--- src/rtl/vst_pkg.sv ---
// ----------------------------------------------------------------------------
// Viewport scroll tracker package
// Shared constants, register map, configuration type and arithmetic helpers.
// ----------------------------------------------------------------------------
package vst_pkg;

    localparam int SCREEN_WIDTH   = 256;
    localparam int SCREEN_HEIGHT  = 224;
    localparam int FOLLOW_GAIN_Q8 = 32;

    localparam int POS_W  = 25;
    localparam int TGT_W  = 17;
    localparam int WIDE_W = 40;

    typedef logic signed [WIDE_W-1:0] t_wide;
    typedef logic signed [POS_W-1:0]  t_pos;
    typedef logic signed [TGT_W-1:0]  t_tgt;

    localparam t_wide SCR_W_Q8    = t_wide'(SCREEN_WIDTH * 256);
    localparam t_wide SCR_W_HALF  = t_wide'(SCREEN_WIDTH * 128);
    localparam t_wide SCR_H_Q8    = t_wide'(SCREEN_HEIGHT * 256);
    localparam t_wide SCR_H_HALF  = t_wide'(SCREEN_HEIGHT * 128);
    localparam t_wide GAIN_WIDE   = t_wide'(FOLLOW_GAIN_Q8);
    localparam t_wide POS_MAX     = t_wide'((1 << (POS_W - 1)) - 1);
    localparam t_wide POS_MIN     = -t_wide'(1 << (POS_W - 1));

    localparam int CFG_IDX_W = 3;
    localparam int CFG_DAT_W = 32;

    typedef enum logic [CFG_IDX_W-1:0] {
        REG_WORLD_SIZE   = 3'd0,
        REG_ROOM_ORIGIN  = 3'd1,
        REG_ROOM_SIZE    = 3'd2,
        REG_CONTROL      = 3'd3,
        REG_LOCK_TARGET  = 3'd4,
        REG_VLOCK_ROW    = 3'd5,
        REG_DZ_EDGES     = 3'd6,
        REG_DZ_LAG       = 3'd7
    } t_reg_idx;

    typedef enum logic [1:0] {
        VMODE_EASED    = 2'd0,
        VMODE_LOCK     = 2'd1,
        VMODE_DEADZONE = 2'd2,
        VMODE_ALT      = 2'd3
    } t_vmode;

    localparam int CTRL_ROOM_BIT    = 2;
    localparam int CTRL_LOCKED_BIT  = 3;
    localparam int CTRL_NOCLAMP_BIT = 4;

    typedef struct packed {
        logic [31:0] world_size;
        logic [31:0] room_origin;
        logic [31:0] room_size;
        logic [4:0]  control;
        logic [31:0] lock_target;
        logic [15:0] vlock_row;
        logic [15:0] dz_edges;
        logic [15:0] dz_lag;
    } t_cfg;

    function automatic t_wide f_clamp(input t_wide v, input t_wide lo, input t_wide hi);
        t_wide r;
        r = v;
        if (v < lo) begin
            r = lo;
        end else if (v > hi) begin
            r = hi;
        end
        return r;
    endfunction

    function automatic t_wide f_ease(input t_wide cur, input t_wide goal);
        t_wide prod;
        prod = (goal - cur) * GAIN_WIDE;
        return cur + (prod >>> 8);
    endfunction

    function automatic t_wide f_clamp_axis(input t_wide v, input logic room_on,
                                           input logic [15:0] rpos,
                                           input logic [15:0] rlen,
                                           input logic [15:0] wlen,
                                           input t_wide scr_q8,
                                           input t_wide scr_half);
        t_wide r;
        t_wide lo;
        t_wide hi;
        t_wide wmax;
        r  = v;
        lo = t_wide'({rpos, 8'd0});
        hi = lo + t_wide'({rlen, 8'd0}) - scr_q8;
        if (room_on) begin
            if (hi < lo) begin
                r = lo + t_wide'({rlen, 7'd0}) - scr_half;
            end else begin
                r = f_clamp(r, lo, hi);
            end
        end
        wmax = t_wide'({wlen, 8'd0}) - scr_q8;
        if (wmax < 0) begin
            wmax = '0;
        end
        return f_clamp(r, '0, wmax);
    endfunction

endpackage

--- src/rtl/vst_core.sv ---
// ----------------------------------------------------------------------------
// Viewport scroll tracker update logic
// Computes the next viewport origin from the current origin, the configuration and one target.
// ----------------------------------------------------------------------------
module vst_core
    import vst_pkg::*;
(
    input  t_cfg i_cfg,
    input  logic i_snap,
    input  t_tgt i_target_x,
    input  t_tgt i_target_y,
    input  t_pos i_org_x,
    input  t_pos i_org_y,
    output t_pos o_org_x,
    output t_pos o_org_y
);

    t_wide  tx;
    t_wide  ty;
    t_wide  cx;
    t_wide  cy;
    t_wide  x;
    t_wide  y;
    t_wide  top;
    t_wide  bot;
    t_wide  row;
    t_wide  want;
    t_wide  delta;
    t_wide  lag;
    t_wide  cl_x;
    t_wide  cl_y;
    t_vmode vmode;
    logic [7:0] ea;
    logic [7:0] eb;

    always_comb begin
        tx    = t_wide'(i_target_x) <<< 8;
        ty    = t_wide'(i_target_y) <<< 8;
        cx    = t_wide'(i_org_x);
        cy    = t_wide'(i_org_y);
        vmode = t_vmode'(i_cfg.control[1:0]);
        ea    = i_cfg.dz_edges[15:8];
        eb    = i_cfg.dz_edges[7:0];
        top   = (ea < eb) ? t_wide'({ea, 8'd0}) : t_wide'({eb, 8'd0});
        bot   = (ea < eb) ? t_wide'({eb, 8'd0}) : t_wide'({ea, 8'd0});
        lag   = t_wide'(i_cfg.dz_lag);
        row   = ty - cy;
        want  = cy;
        delta = '0;
        x     = cx;
        y     = cy;

        if (!i_snap && i_cfg.control[CTRL_LOCKED_BIT]) begin
            x = f_ease(cx, t_wide'({i_cfg.lock_target[31:16], 8'd0}));
            y = f_ease(cy, t_wide'({i_cfg.lock_target[15:0], 8'd0}));
        end else begin
            x = tx - SCR_W_HALF;
            case (vmode)
                VMODE_LOCK: begin
                    y = t_wide'({i_cfg.vlock_row, 8'd0});
                end
                VMODE_DEADZONE: begin
                    if (i_snap) begin
                        y = ty - ((top + bot) >>> 1);
                    end else begin
                        if (row < top) begin
                            want = ty - top;
                        end else if (row > bot) begin
                            want = ty - bot;
                        end
                        delta = want - cy;
                        if (lag == '0) begin
                            y = want;
                        end else if (delta <= lag && -delta <= lag) begin
                            y = want;
                        end else if (delta > 0) begin
                            y = cy + lag;
                        end else begin
                            y = cy - lag;
                        end
                    end
                end
                default: begin
                    want = ty - SCR_H_HALF;
                    y    = i_snap ? want : f_ease(cy, want);
                end
            endcase
        end

        cl_x = x;
        cl_y = y;
        if (!i_cfg.control[CTRL_NOCLAMP_BIT]) begin
            cl_x = f_clamp_axis(x, i_cfg.control[CTRL_ROOM_BIT],
                                i_cfg.room_origin[31:16], i_cfg.room_size[31:16],
                                i_cfg.world_size[31:16], SCR_W_Q8, SCR_W_HALF);
            cl_y = f_clamp_axis(y, i_cfg.control[CTRL_ROOM_BIT],
                                i_cfg.room_origin[15:0], i_cfg.room_size[15:0],
                                i_cfg.world_size[15:0], SCR_H_Q8, SCR_H_HALF);
        end
    end

    assign o_org_x = t_pos'(f_clamp(cl_x, POS_MIN, POS_MAX));
    assign o_org_y = t_pos'(f_clamp(cl_y, POS_MIN, POS_MAX));

endmodule

--- src/rtl/viewport_scroll_tracker.sv ---
// ----------------------------------------------------------------------------
// Viewport scroll tracker
// Keeps a Q16.8 viewport origin that follows a target point once per frame.
//
// The slave stream carries one target per word, with the snap flag on tuser.
// Each accepted word yields exactly one master word holding the new origin.
// A word is captured in an input register, the update is computed from it
// combinationally and stored in the origin register, which also drives the
// master stream, when that register is empty or its word is being taken.
// Throughput is one word per cycle while the receiver does not stall: the
// input register refills in the same cycle its word moves to the output, so
// the rate is set by the single update stage between the two registers.
// When the receiver stalls, the result holds and one more word can wait in
// the input register; after that the slave tready drops.
// The configuration channel is always ready and should be written while the
// block is idle. Reset clears the configuration, the valid flags and the
// origin to zero.
// ----------------------------------------------------------------------------
module viewport_scroll_tracker
    import vst_pkg::*;
(
    input  logic                 i_clk,
    input  logic                 i_rst_n,
    input  logic                 i_s_axis_tvalid,
    output logic                 o_s_axis_tready,
    input  logic [39:0]          i_s_axis_tdata,  // target_x[16:0], target_y[33:17]
    input  logic                 i_s_axis_tuser,  // mode (snap)
    output logic                 o_m_axis_tvalid,
    input  logic                 i_m_axis_tready,
    output logic [55:0]          o_m_axis_tdata,  // view_x[24:0], view_y[49:25]
    input  logic                 i_cfg_valid,
    output logic                 o_cfg_ready,
    input  logic [CFG_IDX_W-1:0] i_cfg_index,
    input  logic [CFG_DAT_W-1:0] i_cfg_data
);

    t_cfg r_cfg;
    logic r_in_valid;
    logic r_snap;
    t_tgt r_tx;
    t_tgt r_ty;
    logic r_out_valid;
    t_pos r_org_x;
    t_pos r_org_y;
    t_pos n_org_x;
    t_pos n_org_y;
    logic fire;
    logic in_take;

    assign fire            = r_in_valid && (!r_out_valid || i_m_axis_tready);
    assign o_s_axis_tready = !r_in_valid || fire;
    assign in_take         = i_s_axis_tvalid && o_s_axis_tready;
    assign o_cfg_ready     = 1'b1;

    always_ff @(posedge i_clk) begin
        if (!i_rst_n) begin
            r_cfg <= '0;
        end else if (i_cfg_valid) begin
            case (t_reg_idx'(i_cfg_index))
                REG_WORLD_SIZE:  r_cfg.world_size  <= i_cfg_data;
                REG_ROOM_ORIGIN: r_cfg.room_origin <= i_cfg_data;
                REG_ROOM_SIZE:   r_cfg.room_size   <= i_cfg_data;
                REG_CONTROL:     r_cfg.control     <= i_cfg_data[4:0];
                REG_LOCK_TARGET: r_cfg.lock_target <= i_cfg_data;
                REG_VLOCK_ROW:   r_cfg.vlock_row   <= i_cfg_data[15:0];
                REG_DZ_EDGES:    r_cfg.dz_edges    <= i_cfg_data[15:0];
                REG_DZ_LAG:      r_cfg.dz_lag      <= i_cfg_data[15:0];
                default: begin
                end
            endcase
        end
    end

    always_ff @(posedge i_clk) begin
        if (!i_rst_n) begin
            r_in_valid <= 1'b0;
        end else if (in_take) begin
            r_in_valid <= 1'b1;
        end else if (fire) begin
            r_in_valid <= 1'b0;
        end
    end

    always_ff @(posedge i_clk) begin
        if (in_take) begin
            r_snap <= i_s_axis_tuser;
            r_tx   <= i_s_axis_tdata[16:0];
            r_ty   <= i_s_axis_tdata[33:17];
        end
    end

    vst_core u_core (
        .i_cfg      (r_cfg),
        .i_snap     (r_snap),
        .i_target_x (r_tx),
        .i_target_y (r_ty),
        .i_org_x    (r_org_x),
        .i_org_y    (r_org_y),
        .o_org_x    (n_org_x),
        .o_org_y    (n_org_y)
    );

    always_ff @(posedge i_clk) begin
        if (!i_rst_n) begin
            r_out_valid <= 1'b0;
            r_org_x     <= '0;
            r_org_y     <= '0;
        end else begin
            if (fire) begin
                r_out_valid <= 1'b1;
                r_org_x     <= n_org_x;
                r_org_y     <= n_org_y;
            end else if (i_m_axis_tready) begin
                r_out_valid <= 1'b0;
            end
        end
    end

    assign o_m_axis_tvalid = r_out_valid;
    assign o_m_axis_tdata  = {6'd0, r_org_y, r_org_x};

endmodule
--- config.mk ---
export PLATFORM = sky130hd
export DESIGN_NAME = viewport_scroll_tracker
export DESIGN_NICKNAME = d
export VERILOG_FILES = /design/src/rtl/vst_pkg.sv /design/src/rtl/vst_core.sv /design/src/rtl/viewport_scroll_tracker.sv
export SDC_FILE = /design/constraint.sdc
export NUM_CORES = 2
export LEC_CHECK = 0
export ABC_AREA = 1
export BUFFER_PORTS_ARGS = -buffer_cell sky130_fd_sc_hd__clkbuf_2
export CAP_MARGIN = 5
export CELL_PAD_IN_SITES_DETAIL_PLACEMENT = 2
export CELL_PAD_IN_SITES_GLOBAL_PLACEMENT = 2
export CORE_ASPECT_RATIO = 0.9
export CORE_MARGIN = 1.5
export CORE_UTILIZATION = 39
export CTS_CLUSTER_DIAMETER = 80
export DETAILED_ROUTE_END_ITERATION = 8
export HOLD_SLACK_MARGIN = 0.02
export PLACE_DENSITY_LB_ADDON = 0.1
export SETUP_SLACK_MARGIN = 0.5
export SYNTH_ARGS = -nofsm -noshare
export SYNTH_HDL_FRONTEND = slang
export SYNTH_SLANG_ARGS = --single-unit
--- constraint.sdc ---
create_clock -name i_clk -period 39.4 [get_ports i_clk]
set_input_delay 3.94 -clock i_clk [delete_from_list [all_inputs] [get_ports i_clk]]
set_output_delay 3.94 -clock i_clk [all_outputs]
set_load 0.1 [all_outputs]
==> flow_summary.json <==
{
  "clk_path_buf_depth": 3,
  "tightest_slew_ns": 1.18,
  "clkPwrFrac": 0.217,
  "power_w": 0.00184,
  "ys_ff_latch": 268,
  "end_kind": "register",
  "fillers": 11000,
  "grt_overflow": 0,
  "drt-total-wl_um": 169000,
  "core_area_um2": 88000,
  "layout_common_cells": "nand2_1, inv_1, a21oi_1",
  "rsz0062_at_grt": "false",
  "syn_avg_cell_area_um2": 6.38,
  "critPathLaunchType": "register",
  "setup_viol": 0,
  "cts_resized": 0,
  "cts_setup_buffers": 0,
  "port_buffers": 126,
  "fin_ws_ns": 19.71,
  "cpMaxStageDelayCell": "nor4_1",
  "maxCapViolCount": 0,
  "irDropWorstVdd_mv": 0.0287,
  "crit_type": "reg2reg",
  "gp_congestion": 0.944,
  "clk_pin_slew_ns": 0.06,
  "slew_headroom": 0.212,
  "cp.required_ns": 39.94,
  "grt_use_total": 0.362,
  "dpl_cell_area_um2": 36600,
  "crit_start": "r_org_y[14]",
  "drc": 0,
  "hold_class": "reg2reg",
  "synth-edff-count": 35,
  "fmax_ghz": 0.0508,
  "die_h_um": 286,
  "ys_seq_area_frac": 0.164,
  "hpwl_um": 132000,
  "endpoint": "r_org_y[9]",
  "period_share": 0.500,
  "power_density_nw_per_um2": 48.4,
  "grt_max_degree": 74,
  "async_reset_ff_frac": 0,
  "pre_cts_slack_ns": 20.45,
  "cts_inserted_buffers": 40,
  "yosysWarnings": 0,
  "ff2ff_setup_slack_ns": 19.71,
  "clk_latency_ns": 0.63,
  "leakagePower_nw": 18.7,
  "grt_pass1_vias": 41900,
  "drv_slew": 0,
  "rows": 103,
  "cp_slowest_stage_delay_ns": 0.85,
  "die_x_um": 318,
  "fin_area_um2": 38000,
  "worstPathArrival_ns": 20.23,
  "dieArea_um2": 90900,
  "r2r_start": "r_org_y[14]",
  "finalNetCount": 6105,
  "syn_to_final_growth_pct": 9.20,
  "syn_inst": 5451,
  "hold_violations": 0,
  "drt_iter0_markers": 2484,
  "cts_hold_buf": 0,
  "layout_min_cycle_time_ns": 19.69,
  "crit_path_max_fanout": 26,
  "wl_per_cell_um": 25.1,
  "reg2reg_to": "r_org_y[9]",
  "initial_core_util": 0.395,
  "skew_ns": 0.0500,
  "netlist_area_um2": 34800,
  "first_pass_iters": 6,
  "antenna_left": 0,
  "ios": 140,
  "worst-r2r-cell-count": 83,
  "dr_total_vias": 39200,
  "cts_tree": "done",
  "switching_share": 0.526,
  "seqPwrFrac": 0.165,
  "status": "finished clean",
  "antenna_found_initial": 10,
  "vias_per_cell": 5.84,
  "finalSetupTns_ns": 0,
  "htreeDepth": 2,
  "cts_root_buf": "clkbuf_16",
  "clkSinkCount": 268,
  "intPower_w": 0.000871,
  "layout_commonest_cell": "nand2_1",
  "synth_top_flop_cell": "dfxtp_1",
  "crit_top_cell": "nand2_1",
  "grt_pass1_wl_um": 256000,
  "power_switching_w": 0.000967,
  "power_frac_comb": 0.618,
  "drive_above_1_share": 0.0837,
  "synth_cell_types": 89,
  "holdWs_ns": 0.465
}
critical path, delay by kind of cell (launching register included):
family,cells,cell delay (ns)
AO/OA/AOI/OAI,26,7.40
AND/OR/NAND/NOR,39,7.11
flip-flops,1,0.29
buffers and inverters,9,1.81
XOR/XNOR,3,0.73
adder cells (fa/ha/maj),6,2.09
cells in the mapped netlist, types with 11 or more instances:
cell type  number  share of area
a211oi_1       15         0.0032
a21oi_1       621          0.089
a21oi_2        13         0.0033
a31oi_1        19         0.0034
buf_2          13         0.0019
buf_4          14         0.0030
clkbuf_1      106          0.011
dfxtp_1       233           0.13
edfxtp_1       35          0.030
fa_1           11         0.0063
ha_1          486           0.17
inv_1         707          0.076
inv_2          33         0.0036
nand2_1      1033           0.11
nand2_2        42         0.0076
nand2_4        11         0.0036
nand3_1       238          0.034
nand3_2        18         0.0052
nand4_1        54         0.0097
nor2_1        560          0.060
nor2_2         19         0.0034
nor2_4         14         0.0045
nor3_1         61         0.0088
o211ai_1       39         0.0084
o21ai_0       519          0.075
o21ai_1        46         0.0066
o21bai_1       42         0.0091
o31ai_1        12         0.0026
or2_2          18         0.0032
xnor2_1        77          0.019
xor2_1        170          0.043
power by group through the flow:
stage / Clock (W) / Combinational [W] / Sequential [W]
4_1_cts: 0.000404 / 0.00112 / 0.000303
3_3_place_gp: 0 / 0.00105 / 0.000308
2_1_floorplan: 0 / 0.000759 / 0.000321
3_5_place_dp: 0 / 0.00111 / 0.000308
6_report: 0.000398 / 0.00114 / 0.000304
5_1_grt: 0.000411 / 0.00125 / 0.000304
how the worst min path moves through the flow:
| stage | startpoint | to | slack [ns] | cells after the start |
|---|---|---|---|---|
| 6_report | r_cfg[149] | r_cfg[149] | 0.46 | 2 |
| 2_1_floorplan | r_cfg[149] | r_cfg[149] | 0.43 | 2 |
| 3_3_place_gp | r_cfg[149] | r_cfg[149] | 0.44 | 2 |
| 5_1_grt | r_cfg[149] | r_cfg[149] | 0.49 | 2 |
| 4_1_cts | r_cfg[149] | r_cfg[149] | 0.46 | 2 |
| 3_5_place_dp | r_cfg[149] | r_cfg[149] | 0.45 | 2 |
sequential cells by signal, summed over array words and instances, names as in the netlist:
name,flops
r_org_y,25
r_snap,1
r_in_valid,1
r_cfg,181
r_org_x,25
r_tx,17
r_ty,17
o_m_axis_tvalid,1
per-layer routing:
layer  part of all wire  GRT usage  up-vias
met5            0.00028          0        -
met4              0.046      0.154        8
met3              0.057     0.0451      323
met2               0.46      0.608     1011
met1               0.44      0.469    19600
li1                   -          -    18300
through the flow:
stage | utilization | cells
final | 0.431 | 6714
after global routing | 0.431 | 6713
after CTS | 0.431 | 6713
after detailed placement | 0.415 | 6640
after global placement | 0.415 | 6640
after floorplan | - | 5456
layout make-up:
cell class              instances  area (um2)  share of cell area
multi-input cells            4279       25500               0.671
flip-flops and latches        268        5720               0.151
inverters                     755        2860              0.0753
well taps                    1155        1450              0.0381
clock buffers                  56        1150              0.0304
repair buffers                183        1060              0.0279
clock inverters                17         253             0.00666
diodes                          1        2.50           0.0000659
cells by family (layout without fill, tap and decap cells):
group / count (synthesis) / after routing / share of synthesized area
adders and majority gates: 497 / 497 / 0.181
muxes: 1 / 1 / 0.000324
AOI/OAI and AO/OA: 1412 / 1412 / 0.222
xor gates and xnor gates: 249 / 249 / 0.0632
and+or+nand+nor: 2113 / 2113 / 0.265
other: 2 / 8 / 0.000216
DFF: 268 / 268 / 0.164
buffers and inverters: 909 / 1011 / 0.104
No activity file was read; power rests on OpenSTA's default activity.
